**config.mk**
```make
export PLATFORM = sky130hd
export DESIGN_NAME = owned_semaphore_with_wait_fifo
export DESIGN_NICKNAME = d
export VERILOG_FILES = /design/src/osem_pkg.sv /design/src/owned_semaphore_with_wait_fifo.sv /design/src/osem_ram.sv /design/src/osem_ctrl.sv /design/src/osem_datapath.sv
export SDC_FILE = /design/constraint.sdc
export NUM_CORES = 1
export LEC_CHECK = 0
export BUFFER_PORTS_ARGS = -buffer_cell sky130_fd_sc_hd__buf_2
export CELL_PAD_IN_SITES_DETAIL_PLACEMENT = 1
export CELL_PAD_IN_SITES_GLOBAL_PLACEMENT = 1
export CORE_MARGIN = 5
export CORE_UTILIZATION = 50
export CTS_CLUSTER_DIAMETER = 150
export DETAILED_ROUTE_END_ITERATION = 12
export HOLD_SLACK_MARGIN = 0.08
export PLACE_DENSITY_LB_ADDON = 0.12
export SLEW_MARGIN = 20
export SYNTH_ARGS = -nofsm -noshare
export SYNTH_HDL_FRONTEND = slang
export SYNTH_SLANG_ARGS = --single-unit
```
**constraint.sdc**
```tcl
create_clock -name clk -period 4.22 [get_ports clk]
set_input_delay 0.422 -clock clk [delete_from_list [all_inputs] [get_ports clk]]
set_output_delay 0.422 -clock clk [all_outputs]
set_load 0.05 [all_outputs]
```
**src/osem_pkg.sv**
```systemverilog
// ---------------------------------------------------------------------------
// osem_pkg
// Shared types and constants for the owned semaphore with wait queue.
// ---------------------------------------------------------------------------
package osem_pkg;

    localparam int QUEUE_DEPTH = 128;
    localparam int PTR_W       = $clog2(QUEUE_DEPTH);
    localparam int TOTAL_W     = $clog2(QUEUE_DEPTH + 1);
    localparam int ID_W        = 8;
    localparam int COUNT_W     = 16;
    localparam int CFG_W       = 8;
    localparam int PADDR_W     = 3;
    localparam int PDATA_W     = 32;

    localparam logic signed [COUNT_W-1:0] COUNT_MAX = 16'sh7fff;
    localparam logic signed [COUNT_W-1:0] COUNT_MIN = 16'sh8000;

    localparam logic [CFG_W-1:0]   INITIAL_COUNT_RESET = 8'd1;
    localparam logic [PADDR_W-1:0] ADDR_INITIAL_COUNT  = 3'd0;

    localparam logic MODE_ACQUIRE = 1'b0;
    localparam logic MODE_RELEASE = 1'b1;

    localparam logic [1:0] STATUS_AVAILABLE = 2'd0;
    localparam logic [1:0] STATUS_BUSY      = 2'd1;
    localparam logic [1:0] STATUS_ACQUIRED  = 2'd2;

    typedef struct packed {
        logic            mode;
        logic [ID_W-1:0] task_id;
    } request_t;

    typedef struct packed {
        logic [1:0]      status;
        logic            suspend_task;
        logic            wake_valid;
        logic [ID_W-1:0] wake_task_id;
        logic            queue_error;
    } result_t;

    typedef struct packed {
        logic capture;
        logic exec;
    } cmd_t;

endpackage

```
**src/owned_semaphore_with_wait_fifo.sv**
```systemverilog
// ---------------------------------------------------------------------------
// owned_semaphore_with_wait_fifo
// Counting semaphore with an owner and a FIFO of waiting task ids.
// ---------------------------------------------------------------------------
// A request is taken at a rising edge with start high and busy low. The
// capture step reads the head of the wait queue from its memory (registered
// read port), then the update step changes count, owner and queue and loads
// the result register. The result then sits on the result ports for exactly
// one cycle with done high; the receiver cannot stall it, so it must take
// every result in that cycle. busy is low again in the cycle the result is
// shown, so a new request may be issued then; no new request is taken while
// one is being updated. The wait queue needs no clearing pass after reset:
// writing initial_count reloads the count and empties the queue and the
// owner at once. Write configuration only while no request is in flight.
// ---------------------------------------------------------------------------
module owned_semaphore_with_wait_fifo (
    input  logic                             clk,
    input  logic                             rst_n,
    // request channel
    input  logic                             start,
    output logic                             busy,
    input  osem_pkg::request_t               request,
    // result channel
    output logic                             done,
    output osem_pkg::result_t                result,
    // configuration port
    input  logic                             psel,
    input  logic                             penable,
    input  logic                             pwrite,
    input  logic [osem_pkg::PADDR_W-1:0]     paddr,
    input  logic [osem_pkg::PDATA_W-1:0]     pwdata,
    output logic [osem_pkg::PDATA_W-1:0]     prdata,
    output logic                             pready
);

    osem_pkg::cmd_t                 cmd;
    logic [osem_pkg::CFG_W-1:0]     initial_count_reg;
    logic                           cfg_write;
    logic                           reload;

    // Register write completes in the access phase; pready never stalls.
    assign pready    = 1'b1;
    assign cfg_write = psel && penable && pwrite;
    assign reload    = cfg_write && (paddr == osem_pkg::ADDR_INITIAL_COUNT);

    always_ff @(posedge clk or negedge rst_n)
    begin
        if (!rst_n)
        begin
            initial_count_reg <= osem_pkg::INITIAL_COUNT_RESET;
        end
        else if (reload)
        begin
            initial_count_reg <= pwdata[osem_pkg::CFG_W-1:0];
        end
    end

    // Read back the only register; other addresses read as zero.
    assign prdata = (paddr == osem_pkg::ADDR_INITIAL_COUNT)
                    ? osem_pkg::PDATA_W'(initial_count_reg) : '0;

    // Sequencer: capture the request, then run its update.
    osem_ctrl u_ctrl (
        .clk   (clk),
        .rst_n (rst_n),
        .start (start),
        .busy  (busy),
        .cmd   (cmd)
    );

    // Datapath: count, owner, wait queue and result register. The reload
    // uses the incoming write data so the count follows the new value.
    osem_datapath u_datapath (
        .clk           (clk),
        .rst_n         (rst_n),
        .cmd           (cmd),
        .request       (request),
        .reload        (reload),
        .initial_count (pwdata[osem_pkg::CFG_W-1:0]),
        .done          (done),
        .result        (result)
    );

endmodule

```
**src/osem_ram.sv**
```systemverilog
// ---------------------------------------------------------------------------
// osem_ram
// Generic single-write, single-read RAM with registered read data.
// ---------------------------------------------------------------------------
module osem_ram #(
    parameter int WIDTH = 8,
    parameter int DEPTH = 128
) (
    input  logic                     clk,
    input  logic                     we,
    input  logic [$clog2(DEPTH)-1:0] waddr,
    input  logic [WIDTH-1:0]         wdata,
    input  logic                     re,
    input  logic [$clog2(DEPTH)-1:0] raddr,
    output logic [WIDTH-1:0]         rdata
);

    logic [WIDTH-1:0] mem [DEPTH];

    always_ff @(posedge clk)
    begin
        if (we)
        begin
            mem[waddr] <= wdata;
        end
        if (re)
        begin
            rdata <= mem[raddr];
        end
    end

endmodule

```
**src/osem_ctrl.sv**
```systemverilog
// ---------------------------------------------------------------------------
// osem_ctrl
// Request sequencer: capture a request, then run its update cycle.
// ---------------------------------------------------------------------------
module osem_ctrl (
    input  logic           clk,
    input  logic           rst_n,
    input  logic           start,
    output logic           busy,
    output osem_pkg::cmd_t cmd
);

    localparam logic STATE_IDLE = 1'b0;
    localparam logic STATE_EXEC = 1'b1;

    logic state_reg;
    logic state_next;

    always_comb
    begin
        state_next = state_reg;
        unique case (state_reg)
            STATE_IDLE:
            begin
                if (start)
                begin
                    state_next = STATE_EXEC;
                end
            end
            STATE_EXEC:
            begin
                state_next = STATE_IDLE;
            end
            default:
            begin
                state_next = STATE_IDLE;
            end
        endcase
    end

    always_ff @(posedge clk or negedge rst_n)
    begin
        if (!rst_n)
        begin
            state_reg <= STATE_IDLE;
        end
        else
        begin
            state_reg <= state_next;
        end
    end

    assign busy        = (state_reg == STATE_EXEC);
    assign cmd.capture = start && (state_reg == STATE_IDLE);
    assign cmd.exec    = (state_reg == STATE_EXEC);

endmodule

```
**src/osem_datapath.sv**
```systemverilog
// ---------------------------------------------------------------------------
// osem_datapath
// Count, owner, wait queue pointers and result register.
// ---------------------------------------------------------------------------
module osem_datapath (
    input  logic                           clk,
    input  logic                           rst_n,
    input  osem_pkg::cmd_t                 cmd,
    input  osem_pkg::request_t             request,
    input  logic                           reload,
    input  logic [osem_pkg::CFG_W-1:0]     initial_count,
    output logic                           done,
    output osem_pkg::result_t              result
);

    osem_pkg::request_t req_reg;

    logic signed [osem_pkg::COUNT_W-1:0] count_reg, count_next;
    logic [osem_pkg::ID_W-1:0]           owner_reg, owner_next;
    logic [osem_pkg::TOTAL_W-1:0]        total_reg, total_next;
    logic [osem_pkg::PTR_W-1:0]          head_reg, head_next;
    logic [osem_pkg::PTR_W-1:0]          tail_reg, tail_next;
    osem_pkg::result_t                   result_reg, result_next;
    logic                                done_reg;

    logic                                push;
    logic [osem_pkg::ID_W-1:0]           head_data;
    logic signed [osem_pkg::COUNT_W-1:0] count_dec, count_inc;

    osem_ram #(
        .WIDTH (osem_pkg::ID_W),
        .DEPTH (osem_pkg::QUEUE_DEPTH)
    ) u_wait_ram (
        .clk   (clk),
        .we    (push),
        .waddr (tail_reg),
        .wdata (req_reg.task_id),
        .re    (cmd.capture),
        .raddr (head_reg),
        .rdata (head_data)
    );

    assign count_dec = (count_reg > osem_pkg::COUNT_MIN) ? count_reg - 16'sd1
                                                         : osem_pkg::COUNT_MIN;
    assign count_inc = (count_reg < osem_pkg::COUNT_MAX) ? count_reg + 16'sd1
                                                         : osem_pkg::COUNT_MAX;

    always_comb
    begin
        count_next  = count_reg;
        owner_next  = owner_reg;
        total_next  = total_reg;
        head_next   = head_reg;
        tail_next   = tail_reg;
        push        = 1'b0;
        result_next = '0;
        result_next.status = osem_pkg::STATUS_AVAILABLE;

        if (req_reg.mode == osem_pkg::MODE_ACQUIRE)
        begin
            if (req_reg.task_id == owner_reg)
            begin
                result_next.status = osem_pkg::STATUS_ACQUIRED;
            end
            else if (count_dec < 0 && owner_reg != '0)
            begin
                result_next.status = osem_pkg::STATUS_BUSY;
                if (total_reg >= osem_pkg::TOTAL_W'(osem_pkg::QUEUE_DEPTH))
                begin
                    result_next.queue_error = 1'b1;
                end
                else
                begin
                    count_next = count_dec;
                    push       = cmd.exec;
                    tail_next  = (tail_reg == osem_pkg::PTR_W'(osem_pkg::QUEUE_DEPTH - 1))
                                 ? '0 : tail_reg + osem_pkg::PTR_W'(1);
                    total_next = total_reg + osem_pkg::TOTAL_W'(1);
                    result_next.suspend_task = 1'b1;
                end
            end
            else
            begin
                count_next = count_dec;
                owner_next = req_reg.task_id;
            end
        end
        else
        begin
            count_next = count_inc;
            if (count_inc <= 0)
            begin
                if (total_reg == '0)
                begin
                    result_next.queue_error = 1'b1;
                end
                else
                begin
                    head_next  = (head_reg == osem_pkg::PTR_W'(osem_pkg::QUEUE_DEPTH - 1))
                                 ? '0 : head_reg + osem_pkg::PTR_W'(1);
                    total_next = total_reg - osem_pkg::TOTAL_W'(1);
                    owner_next = head_data;
                    result_next.wake_valid   = 1'b1;
                    result_next.wake_task_id = head_data;
                end
            end
            else
            begin
                result_next.status = osem_pkg::STATUS_BUSY;
            end
        end
    end

    // hold the request for the update cycle and load the result register
    always_ff @(posedge clk)
    begin
        if (cmd.capture)
        begin
            req_reg <= request;
        end
        if (cmd.exec)
        begin
            result_reg <= result_next;
        end
    end

    always_ff @(posedge clk or negedge rst_n)
    begin
        if (!rst_n)
        begin
            count_reg <= osem_pkg::COUNT_W'(osem_pkg::INITIAL_COUNT_RESET);
            owner_reg <= '0;
            total_reg <= '0;
            head_reg  <= '0;
            tail_reg  <= '0;
            done_reg  <= 1'b0;
        end
        else
        begin
            done_reg <= cmd.exec;
            priority if (reload)
            begin
                count_reg <= osem_pkg::COUNT_W'(initial_count);
                owner_reg <= '0;
                total_reg <= '0;
                head_reg  <= '0;
                tail_reg  <= '0;
            end
            else if (cmd.exec)
            begin
                count_reg <= count_next;
                owner_reg <= owner_next;
                total_reg <= total_next;
                head_reg  <= head_next;
                tail_reg  <= tail_next;
            end
        end
    end

    assign done   = done_reg;
    assign result = result_reg;

endmodule

```
==> reports/metrics.cfg, run 1 <==
[power_and_ir_drop]
swShare_pct = 29.6
p_clk_share_pct = 30.2
internal_power_w = 0.0218
power_frac_seq_pct = 42.0
ir_drop_mv = 0.429
power.switching_w = 0.00915
power_frac_comb_pct = 27.8
powerDensity_nw_per_um2 = 609
power_leakage_nw = 16.4

[floorplan]
die_x_um = 309
initial_utilization_pct = 50.5
ios = 98
dieArea_um2 = 95600
rows = 109
die_h_um = 309
core-area_um2 = 88600

[outcome]
status = completed

[global_route]
grt_max_degree = 102
grt_antenna_before_repair = 3
gr-total-overflow = 0
grt_pass1_wl_mm = 162
track_usage_pct = 23.2
grt_pass1_vias = 23832

[layout]
drive_gt1_share_pct = 30.4
multi_input_area_um2 = 11000
syn_to_final_growth_pct = 13.5
design_area_um2 = 50800
finish.net_count = 2450
final-seq-area_um2 = 33100
fin_util_pct = 57.3
n_fill_cell = 7599
largest_reg_flops = 1024
final_cell_mix = 1054 x edfxtp_1, 336 x mux4_2, 149 x buf_4
final_common_cell = edfxtp_1

[drt]
drc = 0
dr.pass1.iters = 5
via_per_inst = 6.10
antenna_left = 0
initialDrtViolationCount = 2167
wl_per_cell_um = 30.1
vias = 22218
wl_mm = 110

[sta]
setup_viol = 0
period_share_pct = 94.7
fmax_mhz = 250
setup_ws_ps = 224
finClkSkew_ps = 27.9
drv_slew = 0
rsz0062_at_grt = no
slew_headroom_pct = 27.6
hold_viol_final = 0
period_needed_ps = 4000
tns_ps = 0
tightest_slew_ps = 1090

[clock_network]
cts_tree = built
post-cts-setup-buffers = 0
holdBufCountCts = 18
cts.repair.resized = 0
htree_levels = 3
clock-sinks = 1110
numCtsBuffers = 113
ctsLongestPathBuffers = 3
clock_latency_ps = 690
clk_pin_slew_ps = 60
root_buffer = clkbuf_16

[yosys]
ys_types = 76
yosysWarnings = 0
synthCells = 2171
synthArstFlopShare_pct = 5.05
ys_ff_latch = 1110
synth_flop_cell = edfxtp_1
synthesis.area_um2 = 44800
avgSynthCellArea_um2 = 20.6
synth_area_leaders = edfxtp_1 71%, mux4_2 17%, dfrtp_1 3.0%
seq_area_frac_synth_pct = 73.8
yosysTopAreaCell = edfxtp_1
synth_top_area_share_pct = 70.7
synth_edf_count = 1054

[setup_path]
crit_path_end = u_datapath.u_wait_ram.mem[96][4]$_DFFE_PP_
reg2reg_slack_ps = 220
startpoint_type = flop
required_ps = 4520
ff2ff_path_depth = 8
crit_path_top_delay_cell = nor2_1
crit_arrival_ps = 4290
critPathMaxFanout = 12
timing.rr.start = u_datapath.count_reg[12]$_DFFE_PN0P_
cpPeakStageDelay_ps = 840
cp-end-kind = flop
path_cells = nor4_4 -> and4_4 -> a21oi_4 -> or3_1 -> nor3_2 -> buf_4 -> nand3b_2 -> nor2_1
reg2reg_to = u_datapath.u_wait_ram.mem[96][4]$_DFFE_PP_
crit_path_start = u_datapath.count_reg[12]$_DFFE_PN0P_
path_class = reg2reg

[min_path]
hold_path.startpoint = start
hold_class = in2reg

[placement]
dp_slack_ps = 198
gp_congestion = 0.802
place_area_um2 = 47200
io_buffer_count = 48
dpl.hpwl_mm = 68.3

[run]
drv_cap = 0

==> synthesized netlist by cell type (all sizes together), types with 18 or more instances <==
library cell     n
o21ai           41
a21oi           27
mux2i           21
nor2           165
inv             19
mux4           336
clkbuf          65
dfrtp           54
xnor2           18
edfxtp        1054
nand2           83
buf             83
==> area by class of cell <==
cell class | count | area share, %
diodes | 1 | 0.00493
well taps | 1165 | 2.87
clock buffers | 142 | 5.94
flip-flops and latches | 1110 | 65.1
repair buffers | 227 | 3.50
clock inverters | 62 | 0.815
multi-input cells | 917 | 21.7
inverters | 19 | 0.140
==> power by group through the flow <==
stage                     clock network, W  logic, W  registers (W)
final                              0.00934   0.00859         0.0130
after global routing                0.0101   0.00910         0.0130
after CTS                          0.00953   0.00872         0.0130
after detailed placement                 0   0.00867         0.0132
after global placement                   0   0.00853         0.0132
after floorplan                          0   0.00607         0.0129
==> worst max-delay path: cells and delay by family (launching register included) <==
family                 cells  cell delay (ps)
buffers and inverters      1              260
AO/OA/AOI/OAI              1               80
AND/OR/NAND/NOR            6             2780
flip-flops                 1              470
==> per-stage QoR <==
step	total power [W]	instances	hold slack, ps
2_1_floorplan	0.0190	2194	126
3_3_place_gp	0.0217	3419	449
3_5_place_dp	0.0219	3419	451
4_1_cts	0.0312	3641	275
5_1_grt	0.0322	3642	196
6_report	0.0309	3643	223
==> worst min-delay path by stage <==
| stage | end | cells after the start |
|---|---|---|
| 3_3_place_gp | initial_count_reg[0]$_DFFE_PN1P_ | 2 |
| 3_5_place_dp | initial_count_reg[0]$_DFFE_PN1P_ | 2 |
| 4_1_cts | u_ctrl.busy$_DFF_PN0_ | 2 |
| 6_report | u_datapath.u_wait_ram.rdata[0]$_DFFE_PP_ | 2 |
| 2_1_floorplan | initial_count_reg[1]$_DFFE_PN0P_ | 0 |
| 5_1_grt | u_datapath.u_wait_ram.rdata[0]$_DFFE_PP_ | 2 |
==> metal layers <==
metal,global-route usage (%),routed length [um]
met5,0,20
met4,6.74,3230
met3,4.73,6800
met2,37.2,53200
met1,32.9,46200
==> logic make-up (layout without fill, tap and decap cells) <==
family,after synthesis,in the layout,share of synthesized area [%]
xor+xnor,20,20,0.391
other cells,2,26,0.0168
flops,1110,1110,73.8
fa+ha+maj,12,12,0.352
simple gates,362,362,3.99
buf+inv,167,450,1.82
compound gates,133,133,2.01
mux,365,365,17.6
Note: power is estimated with default switching activity, not from simulation.
==> run 2: changes to the inputs <==
- ABC_AREA: not set -> 1
- CORE_UTILIZATION: 50 -> 46
==> run 2 against run 1 <==
Utilization down 5.0 points; cell area up 1.6%; sequential cell count unchanged; highest routed layer is now met4.
==> reports/metrics.cfg, run 2 <==
[outcome]
status = completed  ; unchanged

[power_and_ir_drop]
finalPower_w = 0.0303  ; was 0.0309 W
powerDensity_nw_per_um2 = 587  ; was 609 nW/um^2
power_leakage_nw = 17.1  ; was 16.4 nW
ir_drop_mv = 0.475  ; was 0.429 mV

[yosys]
synth_most_common_cell = edfxtp_1  ; unchanged
synthArstFlopShare_pct = 5.05  ; unchanged
synth_commonest_cells = 1054 x edfxtp_1, 844 x nor2_1, 571 x o21ai_0  ; was 1054 x edfxtp_1, 336 x mux4_2, 155 x nor2_1
synth_area_leaders = edfxtp_1 69%, nor2_1 6.9%, o21ai_0 6.2%  ; was edfxtp_1 71%, mux4_2 17%, dfrtp_1 3.0%
ys_ff_latch = 1110  ; unchanged
yosysTopAreaCell = edfxtp_1  ; unchanged
ys_types = 49  ; was 76
synth_top_area_share_pct = 69.0  ; was 70.7%
synthCells = 3805  ; was 2171
synthesis.area_um2 = 45900  ; was 44800 um^2
avgSynthCellArea_um2 = 12.1  ; was 20.6 um^2
synth_edf_count = 1054  ; unchanged
synth_flop_cell = edfxtp_1  ; unchanged
yosysWarnings = 0  ; unchanged
seq_area_frac_synth_pct = 72.1  ; was 73.8%

[global_route]
grt_pass1_vias = 32443  ; was 23832
grt_antenna_before_repair = 3  ; unchanged
track_usage_pct = 24.4  ; was 23.2%
grt_pass1_wl_mm = 200  ; was 162 mm
gr-total-overflow = 0  ; unchanged
grt_max_degree = 128  ; was 102

[sta]
period_needed_ps = 3430  ; was 4000 ps
finClkSkew_ps = 18.1  ; was 27.9 ps
fmax_mhz = 291  ; was 250 MHz
setup_viol = 0  ; unchanged
rsz0062_at_grt = no  ; unchanged
hold_viol_final = 0  ; unchanged
period_share_pct = 81.4  ; was 94.7%
drv_slew = 0  ; unchanged
tns_ps = 0  ; unchanged
tightest_slew_ps = 1090  ; about the same
whs_ps = 167  ; was 223 ps
slew_headroom_pct = 27.6  ; about the same

[drt]
dr.pass1.iters = 5  ; unchanged
via_per_inst = 5.87  ; was 6.10
wl_per_cell_um = 25.3  ; was 30.1 um
initialDrtViolationCount = 2440  ; was 2167
drc = 0  ; unchanged
wl_mm = 133  ; was 110 mm
vias = 30845  ; was 22218
antenna_left = 0  ; unchanged

[min_path]
hold_end = u_ctrl.busy$_DFF_PN0_  ; was u_datapath.u_wait_ram.rdata[0]$_DFFE_PP_
hold_class = in2reg  ; unchanged
hold_path.startpoint = start  ; unchanged
holdPathStages = 3  ; was 2

[layout]
num_antenna_cells = 0  ; was 1
finish.net_count = 3940  ; was 2450
final_cell_mix = 1054 x edfxtp_1, 842 x nor2_1, 571 x o21ai_0  ; was 1054 x edfxtp_1, 336 x mux4_2, 149 x buf_4
largest_reg_flops = 1024  ; unchanged
design_area_um2 = 51600  ; was 50800 um^2
syn_to_final_growth_pct = 12.5  ; was 13.5%
drive_gt1_share_pct = 9.99  ; was 30.4%
final_common_cell = edfxtp_1  ; unchanged
instances_no_fill = 5259  ; was 3643
n_fill_cell = 10027  ; was 7599

[floorplan]
ios = 98  ; unchanged
die_h_um = 326  ; was 309 um
die_x_um = 326  ; was 309 um
rows = 115  ; was 109
core-area_um2 = 98700  ; was 88600 um^2
dieArea_um2 = 106000  ; was 95600 um^2
initial_utilization_pct = 46.5  ; was 50.5%

[clock_network]
root_buffer = clkbuf_16  ; unchanged
htree_levels = 3  ; unchanged
clk_pin_slew_ps = 60  ; about the same
cts.repair.resized = 0  ; unchanged
ctsLongestPathBuffers = 3  ; unchanged
cts_tree = built  ; unchanged
clock_latency_ps = 710  ; was 690 ps
clock-sinks = 1110  ; unchanged
numCtsBuffers = 116  ; was 113

[placement]
place_area_um2 = 47900  ; was 47200 um^2
placed_cells = 5029  ; was 3419
io_buffer_count = 48  ; unchanged
dpl.hpwl_mm = 78.8  ; was 68.3 mm
gp_congestion = 0.868  ; was 0.802

[run]
drv_cap = 0  ; unchanged

[setup_path]
timing.rr.start = u_datapath.count_reg[4]$_DFFE_PN0P_  ; was u_datapath.count_reg[12]$_DFFE_PN0P_
required_ps = 4550  ; was 4520 ps
reg2reg_to = u_datapath.u_wait_ram.mem[89][4]$_DFFE_PP_  ; was u_datapath.u_wait_ram.mem[96][4]$_DFFE_PP_
reg2reg_slack_ps = 790  ; was 220 ps
critPathMaxFanout = 15  ; was 12
crit_arrival_ps = 3760  ; was 4290 ps
startpoint_type = flop  ; unchanged
cp-end-kind = flop  ; unchanged
path_class = reg2reg  ; unchanged
ff2ff_path_depth = 12  ; was 8

## run 2: metrics by stage
step / util (%) / setup slack, ps
final: 52.3 / 785
after detailed placement: 48.5 / 757
after global placement: 48.5 / 833
after floorplan: - / 66.3
after global routing: 52.3 / 567
after CTS: 52.3 / 731
## run 2: worst max-delay path, cell delays in order (launching register included)
cell and delay, ps:
dfrtp_1 480, nor2_4 190, nand4_2 160, nor2_2 200, nand3_1 90, nand3_1 140, nand2_1 90, inv_2 100
nand3_4 100, nor2_8 330, nand4_2 140, buf_4 270, nor2_1 720
## run 2: worst max-delay path by stage
stage	start	slack (ps)	end
after floorplan	u_datapath.req_reg[1]$_DFFE_PP_	70	u_datapath.u_wait_ram.mem[127][0]$_DFFE_PP_
after global placement	u_datapath.count_reg[4]$_DFFE_PN0P_	830	u_datapath.u_wait_ram.mem[14][2]$_DFFE_PP_
after detailed placement	u_datapath.count_reg[4]$_DFFE_PN0P_	760	u_datapath.u_wait_ram.mem[89][5]$_DFFE_PP_
after CTS	u_datapath.count_reg[4]$_DFFE_PN0P_	730	u_datapath.u_wait_ram.mem[89][5]$_DFFE_PP_
after global routing	u_datapath.count_reg[4]$_DFFE_PN0P_	570	u_datapath.u_wait_ram.mem[89][2]$_DFFE_PP_
final	u_datapath.count_reg[4]$_DFFE_PN0P_	790	u_datapath.u_wait_ram.mem[89][4]$_DFFE_PP_
## run 2: routing by layer
| layer | up-vias | GRT usage [%] | wire [um] |
|---|---|---|---|
| met5 | - | 0 | 0 |
| met4 | 0 | 7.67 | 3860 |
| met3 | 209 | 3.16 | 7100 |
| met2 | 874 | 41.8 | 65700 |
| met1 | 15833 | 32.8 | 56200 |
| li1 | 13929 | - | - |
## run 2: layout make-up
type / instances / area, um^2 / area share [%]
clock buffers: 152 / 3110 / 6.02
clock inverters: 60 / 477 / 0.923
inverters: 89 / 343 / 0.664
multi-input cells: 2366 / 11400 / 22.1
flip-flops and latches: 1110 / 33100 / 64.1
well taps: 1287 / 1610 / 3.12
repair buffers: 195 / 1590 / 3.08
## run 2: logic make-up (layout without fill, tap and decap cells)
kind of cell / Yosys count / count (layout) / synth area share [%]
DFF: 1110 / 1110 / 72.1
adders and majority gates: 12 / 12 / 0.344
xor gates and xnor gates: 20 / 20 / 0.382
other: 2 / 25 / 0.0164
buffers and inverters: 352 / 496 / 3.26
AOI/OAI and AO/OA: 900 / 900 / 11.1
and+or+nand+nor: 1409 / 1409 / 12.9
## run 2: what timing repair did
item / CTS / global route
hold buffers: 18 / 0
endpoints found under the hold margin: 50 / 0
buffers inserted: 0 / 0
## run 2: report_power, final
part / internal (W) / total, W / switching, W / leakage (nW)
sequential: 0.0123 / 0.0126 / 0.000300 / 10.2
clock: 0.00548 / 0.00972 / 0.00424 / 1.75
combinational: 0.00225 / 0.00798 / 0.00573 / 5.13
==> run 3: changes to the inputs <==
- ABC_AREA: 1 -> 0
- CORE_UTILIZATION: 46 -> 50
- clock period: 4.22 -> 2.8 ns (I/O delays scaled with it)
==> run 3 against run 2 <==
The flow now finishes with violations (setup timing); sequential share of layout area down 5.1 points; cell area up 8.6%; critical path type unchanged; routed wire length down 6.5%; global-route usage up 1.1 points.
==> reports/metrics.cfg, run 3 (synthesized netlist as in run 1, its figures left out) <==
[drt]
drc = 0  ; unchanged
dr.pass1.iters = 5  ; unchanged
antenna_left = 0  ; unchanged
initialDrtViolationCount = 2320  ; was 2440
wl_mm = 124  ; was 133 mm
vias = 23962  ; was 30845
wl_per_cell_um = 32.1  ; was 25.3 um
via_per_inst = 6.19  ; was 5.87

[setup_path]
cp-end-kind = flop  ; unchanged
crit_arrival_ps = 3610  ; was 3760 ps
path_class = reg2reg  ; unchanged
critPathMaxFanout = 7  ; was 15
required_ps = 3230  ; was 4550 ps
startpoint_type = flop  ; unchanged

[layout]
n_fill_cell = 7233  ; was 10027
largest_reg_flops = 1024  ; unchanged
finish.net_count = 2665  ; was 3940
final_common_cell = edfxtp_1  ; unchanged
final-seq-area_um2 = 33100  ; about the same
instances_no_fill = 3868  ; was 5259
syn_to_final_growth_pct = 25.3  ; was 12.5%
drive_gt1_share_pct = 41.6  ; was 9.99%
design_area_um2 = 56100  ; was 51600 um^2
fin_util_pct = 63.3  ; was 52.3%
final_cell_mix = 1054 x edfxtp_1, 336 x mux4_2, 149 x buf_4  ; was 1054 x edfxtp_1, 842 x nor2_1, 571 x o21ai_0
multi_input_area_um2 = 12300  ; was 11400 um^2

[floorplan]
core-area_um2 = 88600  ; was 98700 um^2
ios = 98  ; unchanged
dieArea_um2 = 95600  ; was 106000 um^2
die_h_um = 309  ; was 326 um
die_x_um = 309  ; was 326 um
initial_utilization_pct = 50.5  ; was 46.5%
rows = 109  ; was 115

[placement]
place_area_um2 = 49000  ; was 47900 um^2
placed_cells = 3505  ; was 5029
dpl.hpwl_mm = 73.7  ; was 78.8 mm
io_buffer_count = 48  ; unchanged
gp_congestion = 0.834  ; was 0.868

[sta]
hold_viol_final = 0  ; unchanged
setup_viol = 1067  ; was 0
period_needed_ps = 3180  ; was 3430 ps
fmax_mhz = 315  ; was 291 MHz
finClkSkew_ps = 46.4  ; was 18.1 ps
tightest_slew_ps = 1170  ; was 1090 ps
setup_ws_ps = -378  ; was 785 ps
drv_slew = 0  ; unchanged
whs_ps = 159  ; was 167 ps
rsz0062_at_grt = yes  ; was no
period_share_pct = 114  ; was 81.4%
slew_headroom_pct = 21.9  ; was 27.6%

[power_and_ir_drop]
powerDensity_nw_per_um2 = 909  ; was 587 nW/um^2
finalPower_w = 0.0510  ; was 0.0303 W
power_leakage_nw = 18.3  ; was 17.1 nW
ir_drop_mv = 0.782  ; was 0.475 mV

[outcome]
status = finished with violations  ; was completed
violations = setup timing

[clock_network]
clock_latency_ps = 720  ; was 710 ps
root_buffer = clkbuf_16  ; unchanged
numCtsBuffers = 114  ; was 116
ctsLongestPathBuffers = 3  ; unchanged
htree_levels = 3  ; unchanged
cts_tree = built  ; unchanged
clk_pin_slew_ps = 60  ; about the same
clock-sinks = 1110  ; unchanged

[run]
drv_cap = 0  ; unchanged

[global_route]
grt_pass1_vias = 25046  ; was 32443
grt_max_degree = 98  ; was 128
grt_antenna_before_repair = 6  ; was 3
track_usage_pct = 25.5  ; was 24.4%
grt_pass1_wl_mm = 177  ; was 200 mm
gr-total-overflow = 0  ; unchanged

[min_path]
hold_class = in2reg  ; unchanged

==> run 3: cell types whose count changed in the layout (fill, tap and decap cells not counted), moves of 75 or more <==
cell      change
nor2_1      -807
o21ai_0     -538
mux4_2      +336
nand2_1     -221
o22ai_1     -137
nand3_1     -125
nor2_4      +125
o211ai_1    -120
buf_12       +93
buf_6        +75
==> run 3: final cells by class <==
class / count / area share (%)
inverter: 19 / 0.127
multi-input combinational: 917 / 21.9
tap: 1165 / 2.60
clock buffer: 138 / 5.27
antenna: 4 / 0.0178
sequential: 1110 / 59.0
clock inverter: 74 / 1.24
timing repair buffer: 441 / 9.84
==> run 3: final timing paths <==
kind                                                     from                                  endpoint  slack (ps)  depth (start not counted)
min reg2reg                  initial_count_reg[0]$_DFFE_PN1P_          initial_count_reg[0]$_DFFE_PN1P_         460                          2
max reg2reg                u_datapath.head_reg[0]$_DFFE_PN0P_  u_datapath.u_wait_ram.rdata[2]$_DFFE_PP_        -380                          7
min                                                     start                     u_ctrl.busy$_DFF_PN0_         160                          3
min in group asynchronous                               rst_n          initial_count_reg[6]$_DFFE_PN0P_         300                          3
max                        u_datapath.head_reg[0]$_DFFE_PN0P_  u_datapath.u_wait_ram.rdata[2]$_DFFE_PP_        -380                          7
max in group asynchronous                               rst_n        u_datapath.head_reg[1]$_DFFE_PN0P_        1850                          3
==> run 3: power breakdown <==
group          switching [W]  total (W)  internal, W  leakage, nW
combinational        0.00826     0.0166      0.00839         6.34
sequential          0.000719     0.0194       0.0187         10.2
clock                0.00656     0.0149      0.00837         1.78
total                 0.0155     0.0510       0.0355         18.3
==> run 3: what timing repair did <==
action | in CTS | in global routing
gates resized for setup | 137 | 132
endpoints found under the hold margin | 79 | 0
gates cloned | 9 | 9
pin swaps | 75 | 97
setup endpoints to repair | 1045 | 1066
setup buffers | 52 | 59
hold buffers | 18 | 0
==> run 3: layer usage <==
layer  vias to the layer above  GRT usage, %  wire, um  part of all wire, %
met3                       213          5.10      8360                  6.7
met1                     12945          34.8     49000                   39
met5                         -             0        14                0.011
li1                       9847             -         -                    -
met4                         4          9.29      4330                  3.5
met2                       953          41.8     62600                   50
==> run 3: worst max-delay path, stage by stage (launching register included) <==
cell and delay, ps:
dfrtp_4 460, buf_12 170, buf_16 160, buf_4 200
mux4_2 540, mux4_2 540, mux4_2 540, mux2_4 290
==> run 3: through the flow <==
step / setup WS, ps / TNS, ps
floorplan: -1140 / -1120040
global placement: -447 / -113250
detailed placement: -450 / -155290
CTS: -373 / -187050
global route: -416 / -318480
finish: -378 / -214610
